### src/hw/rtl/ptbl_pkg.sv
// Shared types, constants and reset tables of the priority token bucket limiter.
`timescale 1ns / 1ps

package ptbl_pkg;

  // Bucket geometry
  localparam int LEVELS        = 5;
  localparam int TOKEN_BITS    = 16;
  localparam int RATE_BITS     = 16;
  localparam int EL_BITS       = 16;
  localparam int LV_W          = (LEVELS > 1) ? $clog2(LEVELS) : 1;
  localparam int DEFAULT_LEVEL = (2 < LEVELS) ? 2 : LEVELS - 1;

  // Configuration port geometry
  localparam int RATE_REGS = 5;
  localparam int REG_W     = $clog2(RATE_REGS);
  localparam int ADDR_W    = REG_W + 2;
  localparam int DATA_W    = 32;

  // Stream payload widths
  localparam int CMD_W       = 2;
  localparam int PRIO_W      = 3;
  localparam int PERMIT_W    = 16;
  localparam int OUT_TOK_W   = 16;
  localparam int IN_FIELDS_W = CMD_W + PRIO_W + PERMIT_W;
  localparam int IN_TDATA_W  = ((IN_FIELDS_W + 7) / 8) * 8;
  localparam int OUT_FIELDS_W = 1 + OUT_TOK_W;
  localparam int OUT_TDATA_W = ((OUT_FIELDS_W + 7) / 8) * 8;

  // Shared unit datapath
  localparam int ALU_W  = 32;
  localparam int PROD_W = RATE_BITS + EL_BITS;
  // floor(p / 1000) = floor((p >> 3) * RECIP >> RECIP_SHIFT), exact for p < 2^32
  localparam int DIV_PRE_SHIFT = 3;
  localparam int RECIP_SHIFT   = 36;
  localparam longint RECIP_MUL = ((64'd1 << RECIP_SHIFT) + 64'd124) / 64'd125;
  localparam int ADD_W = PROD_W - 9;  // quotient below 2^32 / 1000
  localparam logic [EL_BITS-1:0] EL_MAX = '1;

  // Command codes
  typedef enum logic [CMD_W-1:0] {
    CMD_TICK    = 2'd0,
    CMD_ACQUIRE = 2'd1,
    CMD_QUERY   = 2'd2,
    CMD_SPARE   = 2'd3
  } cmd_t;

  // Sequencer states
  typedef enum logic [2:0] {
    ST_IDLE,
    ST_MUL_RAW,
    ST_MUL_RECIP,
    ST_REFILL,
    ST_TAKE,
    ST_DONE
  } state_t;

  // Shared unit operations
  typedef enum logic [1:0] {
    ALU_MUL,
    ALU_ADDCAP,
    ALU_SUBGE,
    ALU_NOP
  } alu_op_t;

  typedef struct packed {
    alu_op_t            op;
    logic [ALU_W-1:0]   a;
    logic [ALU_W-1:0]   b;
    logic [ALU_W-1:0]   cap;
  } alu_req_t;

  typedef struct packed {
    logic [2*ALU_W-1:0] res;
    logic               flag;
  } alu_rsp_t;

  // Reset rate of a level
  function automatic logic [RATE_BITS-1:0] reset_rate(input int lv);
    logic [RATE_BITS-1:0] r;
    unique case (lv)
      0:       r = RATE_BITS'(10000);
      1:       r = RATE_BITS'(5000);
      2:       r = RATE_BITS'(1000);
      3:       r = RATE_BITS'(500);
      default: r = RATE_BITS'(100);
    endcase
    return r;
  endfunction

  // Reset burst and token count of a level
  function automatic logic [TOKEN_BITS-1:0] reset_burst(input int lv);
    logic [TOKEN_BITS-1:0] b;
    unique case (lv)
      0:       b = TOKEN_BITS'(10000);
      1:       b = TOKEN_BITS'(5000);
      2:       b = TOKEN_BITS'(2000);
      3:       b = TOKEN_BITS'(1000);
      default: b = TOKEN_BITS'(500);
    endcase
    return b;
  endfunction

endpackage

### src/hw/rtl/ptbl_alu.sv
// Shared arithmetic unit: multiply, add with cap, compare and subtract.
`timescale 1ns / 1ps

module ptbl_alu (
  input  ptbl_pkg::alu_req_t req,
  output ptbl_pkg::alu_rsp_t rsp
);
  import ptbl_pkg::*;

  logic [ALU_W:0] sum;

  always_comb begin
    sum      = {1'b0, req.a} + {1'b0, req.b};
    rsp.res  = '0;
    rsp.flag = 1'b0;
    unique case (req.op)
      // Full product of the two 32-bit operands
      ALU_MUL: begin
        rsp.res = (2*ALU_W)'(req.a) * (2*ALU_W)'(req.b);
      end
      // Add and clamp at the cap
      ALU_ADDCAP: begin
        if (sum > {1'b0, req.cap}) begin
          rsp.res = (2*ALU_W)'(req.cap);
        end else begin
          rsp.res = (2*ALU_W)'(sum);
        end
      end
      // Subtract only when a covers b
      ALU_SUBGE: begin
        if (req.a >= req.b) begin
          rsp.res  = (2*ALU_W)'(req.a - req.b);
          rsp.flag = 1'b1;
        end else begin
          rsp.res  = (2*ALU_W)'(req.a);
        end
      end
      default: begin
        rsp.res = '0;
      end
    endcase
  end

endmodule

### src/hw/rtl/priority_token_bucket_limiter_top.sv
// Top level: bucket state, sequencer, stream and configuration ports.
// Acquire: the sequencer steps one shared multiplier/adder/comparer through 4 steps
//   (raw multiply, reciprocal multiply, refill, take), then loads the result beat.
// Tick and query go straight to the result beat. A new beat is accepted only in idle.
// The output register lets the next beat be accepted while a result waits.
// Synchronous active-low reset loads the default rates, bursts and token counts
//   and clears all elapsed counters; the block is ready right after reset.
`timescale 1ns / 1ps

module priority_token_bucket_limiter_top (
  input  logic                              clk,
  input  logic                              rst_n,
  // in_tdata: command[1:0], priority_req[4:2], permits[20:5], zero pad above
  input  logic                              in_tvalid,
  output logic                              in_tready,
  input  logic [ptbl_pkg::IN_TDATA_W-1:0]   in_tdata,
  // out_tdata: granted[0], tokens_left[16:1], zero pad above
  output logic                              out_tvalid,
  input  logic                              out_tready,
  output logic [ptbl_pkg::OUT_TDATA_W-1:0]  out_tdata,
  // Configuration port
  input  logic                              cfg_psel,
  input  logic                              cfg_penable,
  input  logic                              cfg_pwrite,
  input  logic [ptbl_pkg::ADDR_W-1:0]       cfg_paddr,
  input  logic [ptbl_pkg::DATA_W-1:0]       cfg_pwdata,
  output logic [ptbl_pkg::DATA_W-1:0]       cfg_prdata,
  output logic                              cfg_pready
);
  import ptbl_pkg::*;

  // Bucket state
  logic [RATE_BITS-1:0]  rate_r  [LEVELS];
  logic [TOKEN_BITS-1:0] tok_r   [LEVELS];
  logic [TOKEN_BITS-1:0] burst_r [LEVELS];
  logic [EL_BITS-1:0]    el_r    [LEVELS];

  // Item and sequencer registers
  state_t                state_r, state_nxt;
  cmd_t                  cmd_r;
  logic [LV_W-1:0]       lv_r;
  logic [PERMIT_W-1:0]   permits_r;
  logic [PROD_W-1:0]     prod_r;
  logic [ADD_W-1:0]      add_r;
  logic                  grant_r;

  // Output register
  logic                  out_tvalid_r;
  logic [OUT_TDATA_W-1:0] out_tdata_r;

  alu_req_t              alu_req;
  alu_rsp_t              alu_rsp;

  logic                  in_fire;
  cmd_t                  in_cmd;
  logic [PRIO_W-1:0]     in_prio;
  logic [LV_W-1:0]       in_lv;
  logic                  out_load;
  logic                  cfg_wr;
  logic [REG_W-1:0]      cfg_idx;
  logic                  cfg_hit;
  logic [LV_W-1:0]       cfg_lv;

  // Unpack the input beat and map the priority onto a level
  assign in_cmd  = cmd_t'(in_tdata[CMD_W-1:0]);
  assign in_prio = in_tdata[CMD_W +: PRIO_W];
  assign in_lv   = (32'(in_prio) < LEVELS) ? LV_W'(in_prio) : LV_W'(DEFAULT_LEVEL);

  assign in_tready = (state_r == ST_IDLE);
  assign in_fire   = in_tvalid && in_tready;
  assign out_load  = (state_r == ST_DONE) && (!out_tvalid_r || out_tready);

  // Configuration decode
  assign cfg_pready = 1'b1;
  assign cfg_wr     = cfg_psel && cfg_penable && cfg_pwrite && cfg_pready;
  assign cfg_idx    = cfg_paddr[ADDR_W-1:2];
  assign cfg_hit    = (32'(cfg_idx) < LEVELS);
  assign cfg_lv     = LV_W'(cfg_idx);
  assign cfg_prdata = cfg_hit ? DATA_W'(rate_r[cfg_lv]) : '0;

  ptbl_alu u_alu (
    .req (alu_req),
    .rsp (alu_rsp)
  );

  // Sequencer: next state and shared unit operands
  always_comb begin
    state_nxt   = state_r;
    alu_req.op  = ALU_NOP;
    alu_req.a   = '0;
    alu_req.b   = '0;
    alu_req.cap = '0;
    unique case (state_r)
      ST_IDLE: begin
        if (in_fire) begin
          state_nxt = (in_cmd == CMD_ACQUIRE) ? ST_MUL_RAW : ST_DONE;
        end
      end
      ST_MUL_RAW: begin
        alu_req.op = ALU_MUL;
        alu_req.a  = ALU_W'(el_r[lv_r]);
        alu_req.b  = ALU_W'(rate_r[lv_r]);
        state_nxt  = ST_MUL_RECIP;
      end
      ST_MUL_RECIP: begin
        alu_req.op = ALU_MUL;
        alu_req.a  = ALU_W'(prod_r >> DIV_PRE_SHIFT);
        alu_req.b  = ALU_W'(RECIP_MUL);
        state_nxt  = ST_REFILL;
      end
      ST_REFILL: begin
        alu_req.op  = ALU_ADDCAP;
        alu_req.a   = ALU_W'(tok_r[lv_r]);
        alu_req.b   = ALU_W'(add_r);
        alu_req.cap = ALU_W'(burst_r[lv_r]);
        state_nxt   = ST_TAKE;
      end
      ST_TAKE: begin
        alu_req.op = ALU_SUBGE;
        alu_req.a  = ALU_W'(tok_r[lv_r]);
        alu_req.b  = ALU_W'(permits_r);
        state_nxt  = ST_DONE;
      end
      ST_DONE: begin
        if (out_load) begin
          state_nxt = ST_IDLE;
        end
      end
      default: begin
        state_nxt = ST_IDLE;
      end
    endcase
  end

  // State register
  always_ff @(posedge clk) begin
    if (!rst_n) begin
      state_r <= ST_IDLE;
    end else begin
      state_r <= state_nxt;
    end
  end

  // Latch the item and the shared unit results
  always_ff @(posedge clk) begin
    if (in_fire) begin
      cmd_r     <= in_cmd;
      lv_r      <= in_lv;
      permits_r <= in_tdata[CMD_W+PRIO_W +: PERMIT_W];
      grant_r   <= 1'b0;
    end
    if (state_r == ST_MUL_RAW) begin
      prod_r <= alu_rsp.res[PROD_W-1:0];
    end
    if (state_r == ST_MUL_RECIP) begin
      add_r <= alu_rsp.res[RECIP_SHIFT +: ADD_W];
    end
    if (state_r == ST_TAKE) begin
      grant_r <= alu_rsp.flag;
    end
  end

  // Bucket state: reset, rate writes, ticks, refill and take
  always_ff @(posedge clk) begin
    if (!rst_n) begin
      for (int i = 0; i < LEVELS; i++) begin
        rate_r[i]  <= reset_rate(i);
        burst_r[i] <= reset_burst(i);
        tok_r[i]   <= reset_burst(i);
        el_r[i]    <= '0;
      end
    end else begin
      if (cfg_wr && cfg_hit) begin
        rate_r[cfg_lv]  <= cfg_pwdata[RATE_BITS-1:0];
        burst_r[cfg_lv] <= TOKEN_BITS'(cfg_pwdata[RATE_BITS-1:0]);
        tok_r[cfg_lv]   <= TOKEN_BITS'(cfg_pwdata[RATE_BITS-1:0]);
        el_r[cfg_lv]    <= '0;
      end
      if (in_fire && (in_cmd == CMD_TICK)) begin
        for (int i = 0; i < LEVELS; i++) begin
          if (el_r[i] != EL_MAX) begin
            el_r[i] <= el_r[i] + EL_BITS'(1);
          end
        end
      end
      if ((state_r == ST_REFILL) && (add_r != '0)) begin
        tok_r[lv_r] <= alu_rsp.res[TOKEN_BITS-1:0];
        el_r[lv_r]  <= '0;
      end
      if (state_r == ST_TAKE) begin
        tok_r[lv_r] <= alu_rsp.res[TOKEN_BITS-1:0];
      end
    end
  end

  // Output register: load the result beat, drop it when taken
  always_ff @(posedge clk) begin
    if (!rst_n) begin
      out_tvalid_r <= 1'b0;
    end else if (out_load) begin
      out_tvalid_r <= 1'b1;
    end else if (out_tready) begin
      out_tvalid_r <= 1'b0;
    end
  end

  always_ff @(posedge clk) begin
    if (out_load) begin
      out_tdata_r <= OUT_TDATA_W'({OUT_TOK_W'(tok_r[lv_r]), grant_r});
    end
  end

  assign out_tvalid = out_tvalid_r;
  assign out_tdata  = out_tdata_r;

  // An accepted acquire starts the multiply step
  a_acq_start: assert property (@(posedge clk) disable iff (!rst_n)
    in_fire && (in_cmd == CMD_ACQUIRE) |=> state_r == ST_MUL_RAW)
    else $error("acquire did not start the refill sequence");

  // A refill that adds tokens clears the elapsed counter
  a_refill_clear: assert property (@(posedge clk) disable iff (!rst_n)
    (state_r == ST_REFILL) && (add_r != '0) |=> el_r[lv_r] == '0)
    else $error("elapsed counter not cleared after refill");

  // Tokens never exceed the burst of the bucket being reported
  a_tok_cap: assert property (@(posedge clk) disable iff (!rst_n)
    state_r == ST_DONE |-> tok_r[lv_r] <= burst_r[lv_r])
    else $error("token count above burst");

  // A stalled result keeps the sequencer waiting
  a_done_hold: assert property (@(posedge clk) disable iff (!rst_n)
    (state_r == ST_DONE) && out_tvalid_r && !out_tready |=> state_r == ST_DONE)
    else $error("result dropped while output stalled");

  // Only an acquire can report a grant
  a_grant_src: assert property (@(posedge clk) disable iff (!rst_n)
    (state_r == ST_DONE) && grant_r |-> cmd_r == CMD_ACQUIRE)
    else $error("grant on a non-acquire item");

endmodule
### config.mk
export PLATFORM = sky130hd
export DESIGN_NAME = priority_token_bucket_limiter_top
export DESIGN_NICKNAME = d
export VERILOG_FILES = /design/src/hw/rtl/ptbl_pkg.sv /design/src/hw/rtl/ptbl_alu.sv /design/src/hw/rtl/priority_token_bucket_limiter_top.sv
export SDC_FILE = /design/constraint.sdc
export NUM_CORES = 2
export LEC_CHECK = 0
export BUFFER_PORTS_ARGS = -buffer_cell sky130_fd_sc_hd__buf_2
export CORE_AREA = 4 4 581 295
export CTS_BUF_LIST = sky130_fd_sc_hd__clkbuf_8
export CTS_CLUSTER_SIZE = 25
export DETAILED_ROUTE_END_ITERATION = 10
export DIE_AREA = 0 0 585 299
export SLEW_MARGIN = 15
export SYNTH_ARGS = -nofsm -noshare
export SYNTH_HDL_FRONTEND = slang
export SYNTH_SLANG_ARGS = --single-unit
### constraint.sdc
create_clock -name clk -period 15 [get_ports clk]
set_input_delay 2.25 -clock clk [delete_from_list [all_inputs] [get_ports clk]]
set_output_delay 2.25 -clock clk [all_outputs]
set_load 0.02 [all_outputs]
==> results.txt <==
The number of buffers on the longest clock path is 3. The height of the die came out at 299 um. The filler cells instantiated in the layout total 17200. The cell area after synthesis is 49700 um^2, and the data arrival time of the critical path is 12.19 ns. On the worst path, the slowest cell contributes a delay of 0.80 ns.

From synthesis to final layout, the design area changed by 10.5%. The clock arrives with 0.0626 ns of skew. The worst setup path is launched from a register. For the via count, the log shows 37500. For the pin with the worst max-slew slack, the measured transition is 1.35 ns. The region available for standard cell placement spans 166000 um^2. The tools report the root buffer cell as clkbuf_8. After layout, the worst path uses 78.6% of the clock period. The overall fraction of global-route tracks in use was 18.5%.

The core occupancy in the finished layout is 33.0%, and the remaining global-route overflow is 0. Counting I/O delays and the setup requirement, the final critical path takes 11.79 ns. Dividing the detail-routed via count by the number of cells gives 4.96.

Post-CTS repair changed the size of 0 cells. The most used flip-flop cell after synthesis is edfxtp_1. The H-tree generated during clock tree synthesis spans 3 levels. The worst hold path begins at grant_r. Via count of the first global-routing pass: 37800. Buffers inserted to repair hold after CTS numbered 0. The total number of placement rows was 106; the routed wirelength normalized by instance count was 21.6 um. The critical path is of the register to register type. Yosys mapped a number of flops with a built-in enable equal to 393.

STA classifies the critical path endpoint as a register. The run gives 127 as the number of I/O pins. The die covers 175000 um^2.

The run finished with clean final reports. The run gives 0 as the final hold violation count. The library cell used most frequently in the layout, excluding fill and tap cells, is inv_1. The cell occurring most often along the worst timing path is fa_1. After detailed routing, the total wire length is 163000 um. After routing, the total negative slack on setup checks comes to 0 ns. Number of iterations in the first detailed-routing pass: 6.

Once detail routing completed, the nets flagged for antenna violations numbered 0. Synthesis inferred 480 register bits. After technology mapping, the gate count stands at 5098. Yosys mapped the design onto 87 distinct sky130hd cell types. The number of clock sinks was 480.

In the layout the commonest cells are inv_1 (889), fa_1 (615), nor2_1 (505). Maximum number of pins on one net before global-route repair: 64. Once the clock tree was built, the setup fixing pass inserted 0 buffers. Derived from the worst setup path, the maximum achievable clock frequency is 84.8 MHz.

The initial antenna violation count came out at 11. Of all flip-flops after synthesis, the portion carrying an async set or reset was 0%. The run gives 125000 um as the detailed-placement wirelength estimate. The Yosys step of the flow raised 0 warnings. Routability-driven placement finished with a final weighted congestion of 0.958. The number of DRC violations after detailed-routing iteration 0 was 3785; the mean area per synthesized cell was 9.76 um^2.

In the routed design, unresolved DRC markers number 0. The master of the slowest instance on the critical path was dfxtp_4. TritonCTS built the clock tree. For this configuration, the core starts out at a cell density of 29.9%.

The clock transition at the registers of the reported paths works out to 0.06 ns. STA puts the critical path data required time at 15.39 ns. The first global-routing pass estimated 244000 um of wire. Summing the sequential cell areas from Yosys gives 27.2% of the chip area. TritonCTS created 85 clock buffers.

During placement, the flow inserted port buffers numbering 81. Type of the tightest min-delay check: register to register. Of the cells placed in the final design, the portion with a size suffix greater than 1 is 8.47%. After the last flow step, the layout net total stands at 6296. The worst pin sits at a relative slew slack of 9.52%. The total count of max-transition violations in the final report came out at 0. Setup repair after global routing left no endpoint under its margin. The die is 585 um wide.

For the worst-skew pair, the clock arrives at the later sink with an insertion delay of 0.71 ns. For the max-capacitance violation count, the log shows 0. Of all nets on the critical path, the largest fanout is 33. Setup violations remaining at the end of the flow were counted as 0.
==> cells by family after synthesis <==
family          count (synthesis)  share of synthesized area [%]
buf+inv                      1146                           8.96
other cells                     2                         0.0151
simple gates                 1445                           13.6
xor+xnor                      146                           2.57
flops                         480                           27.2
fa+ha+maj                     948                           33.1
mux                           176                           4.90
compound gates                755                           9.57
==> cell type report <==
class / count / area [um^2] / share of cell area (%)
clock inverter: 63 / 392 / 0.713
antenna: 1 / 2.50 / 0.00455
tap: 2214 / 2770 / 5.04
clock buffer: 92 / 1270 / 2.30
inverter: 870 / 3270 / 5.95
sequential: 480 / 13600 / 24.7
timing repair buffer: 150 / 936 / 1.70
multi-input combinational: 3693 / 32800 / 59.6
==> routing by layer <==
layer | up-vias | part of all wire, % | GRT usage, %
met2 | 1607 | 44 | 28.6
li1 | 16800 | - | -
met3 | 320 | 9.5 | 4.60
met5 | - | 0.022 | 0
met1 | 18800 | 42 | 25.1
met4 | 4 | 4.3 | 7.01
==> Yosys cell counts, types with 27 or more instances <==
cell / instances / area share (%)
a21o_1: 54 / 0.81
a21oi_1: 265 / 2.7
and2_1: 172 / 2.2
and3_1: 28 / 0.35
buf_2: 34 / 0.34
buf_4: 28 / 0.42
clkbuf_1: 199 / 1.5
dfxtp_1: 87 / 3.5
edfxtp_1: 393 / 24
fa_1: 615 / 25
ha_1: 333 / 8.4
inv_1: 860 / 6.5
mux2_2: 55 / 1.2
mux2i_1: 72 / 1.4
mux4_2: 48 / 2.2
nand2_1: 361 / 2.7
nand2b_1: 77 / 0.97
nand3_1: 101 / 1.0
nand4_1: 35 / 0.44
nor2_1: 510 / 3.8
nor3_1: 46 / 0.46
o21ai_0: 155 / 1.6
o21ai_1: 50 / 0.50
o21bai_1: 34 / 0.51
o22ai_1: 27 / 0.34
or3_1: 31 / 0.39
xnor2_1: 70 / 1.2
xor2_1: 76 / 1.3
==> per-stage QoR <==
stage | hold slack (ns) | instances | setup slack (ns) | cell area, um^2
after floorplan | 0.400 | 5319 | 5.17 | 50600
after global placement | 0.467 | 7407 | 3.32 | 53300
after detailed placement | 0.459 | 7407 | 3.33 | 53300
after CTS | 0.479 | 7562 | 3.32 | 54900
after global routing | 0.487 | 7563 | 2.69 | 55000
final | 0.478 | 7563 | 3.21 | 55000
==> final timing paths <==
kind              slack (ns)  cells after the start           end
setup / recovery        3.21                     35     add_r[22]
hold / removal          0.48                      0  out_tdata[0]
setup reg to reg        3.21                     35     add_r[22]
hold reg to reg         0.48                      0  out_tdata[0]
==> sequential cells by signal, indices dropped and copies added, names as in the netlist, 16 cells and up, named ones only <==
register   flops
rate_r       128
tok_r        128
el_r          80
burst_r       48
prod_r        29
add_r         23
out_tdata     17
permits_r     16
==> critical path, delay by kind of cell (launching register included) <==
family          cells  cell delay [ns]
compound gates     11             2.69
simple gates        3             0.39
buf+inv             9             1.94
fa+ha+maj          10             4.51
flops               1             0.80
mux                 2             1.10
Power is left out: the tool's default activity adds up to more than one toggle a clock period on the data nets, which glitch-free logic cannot reach.
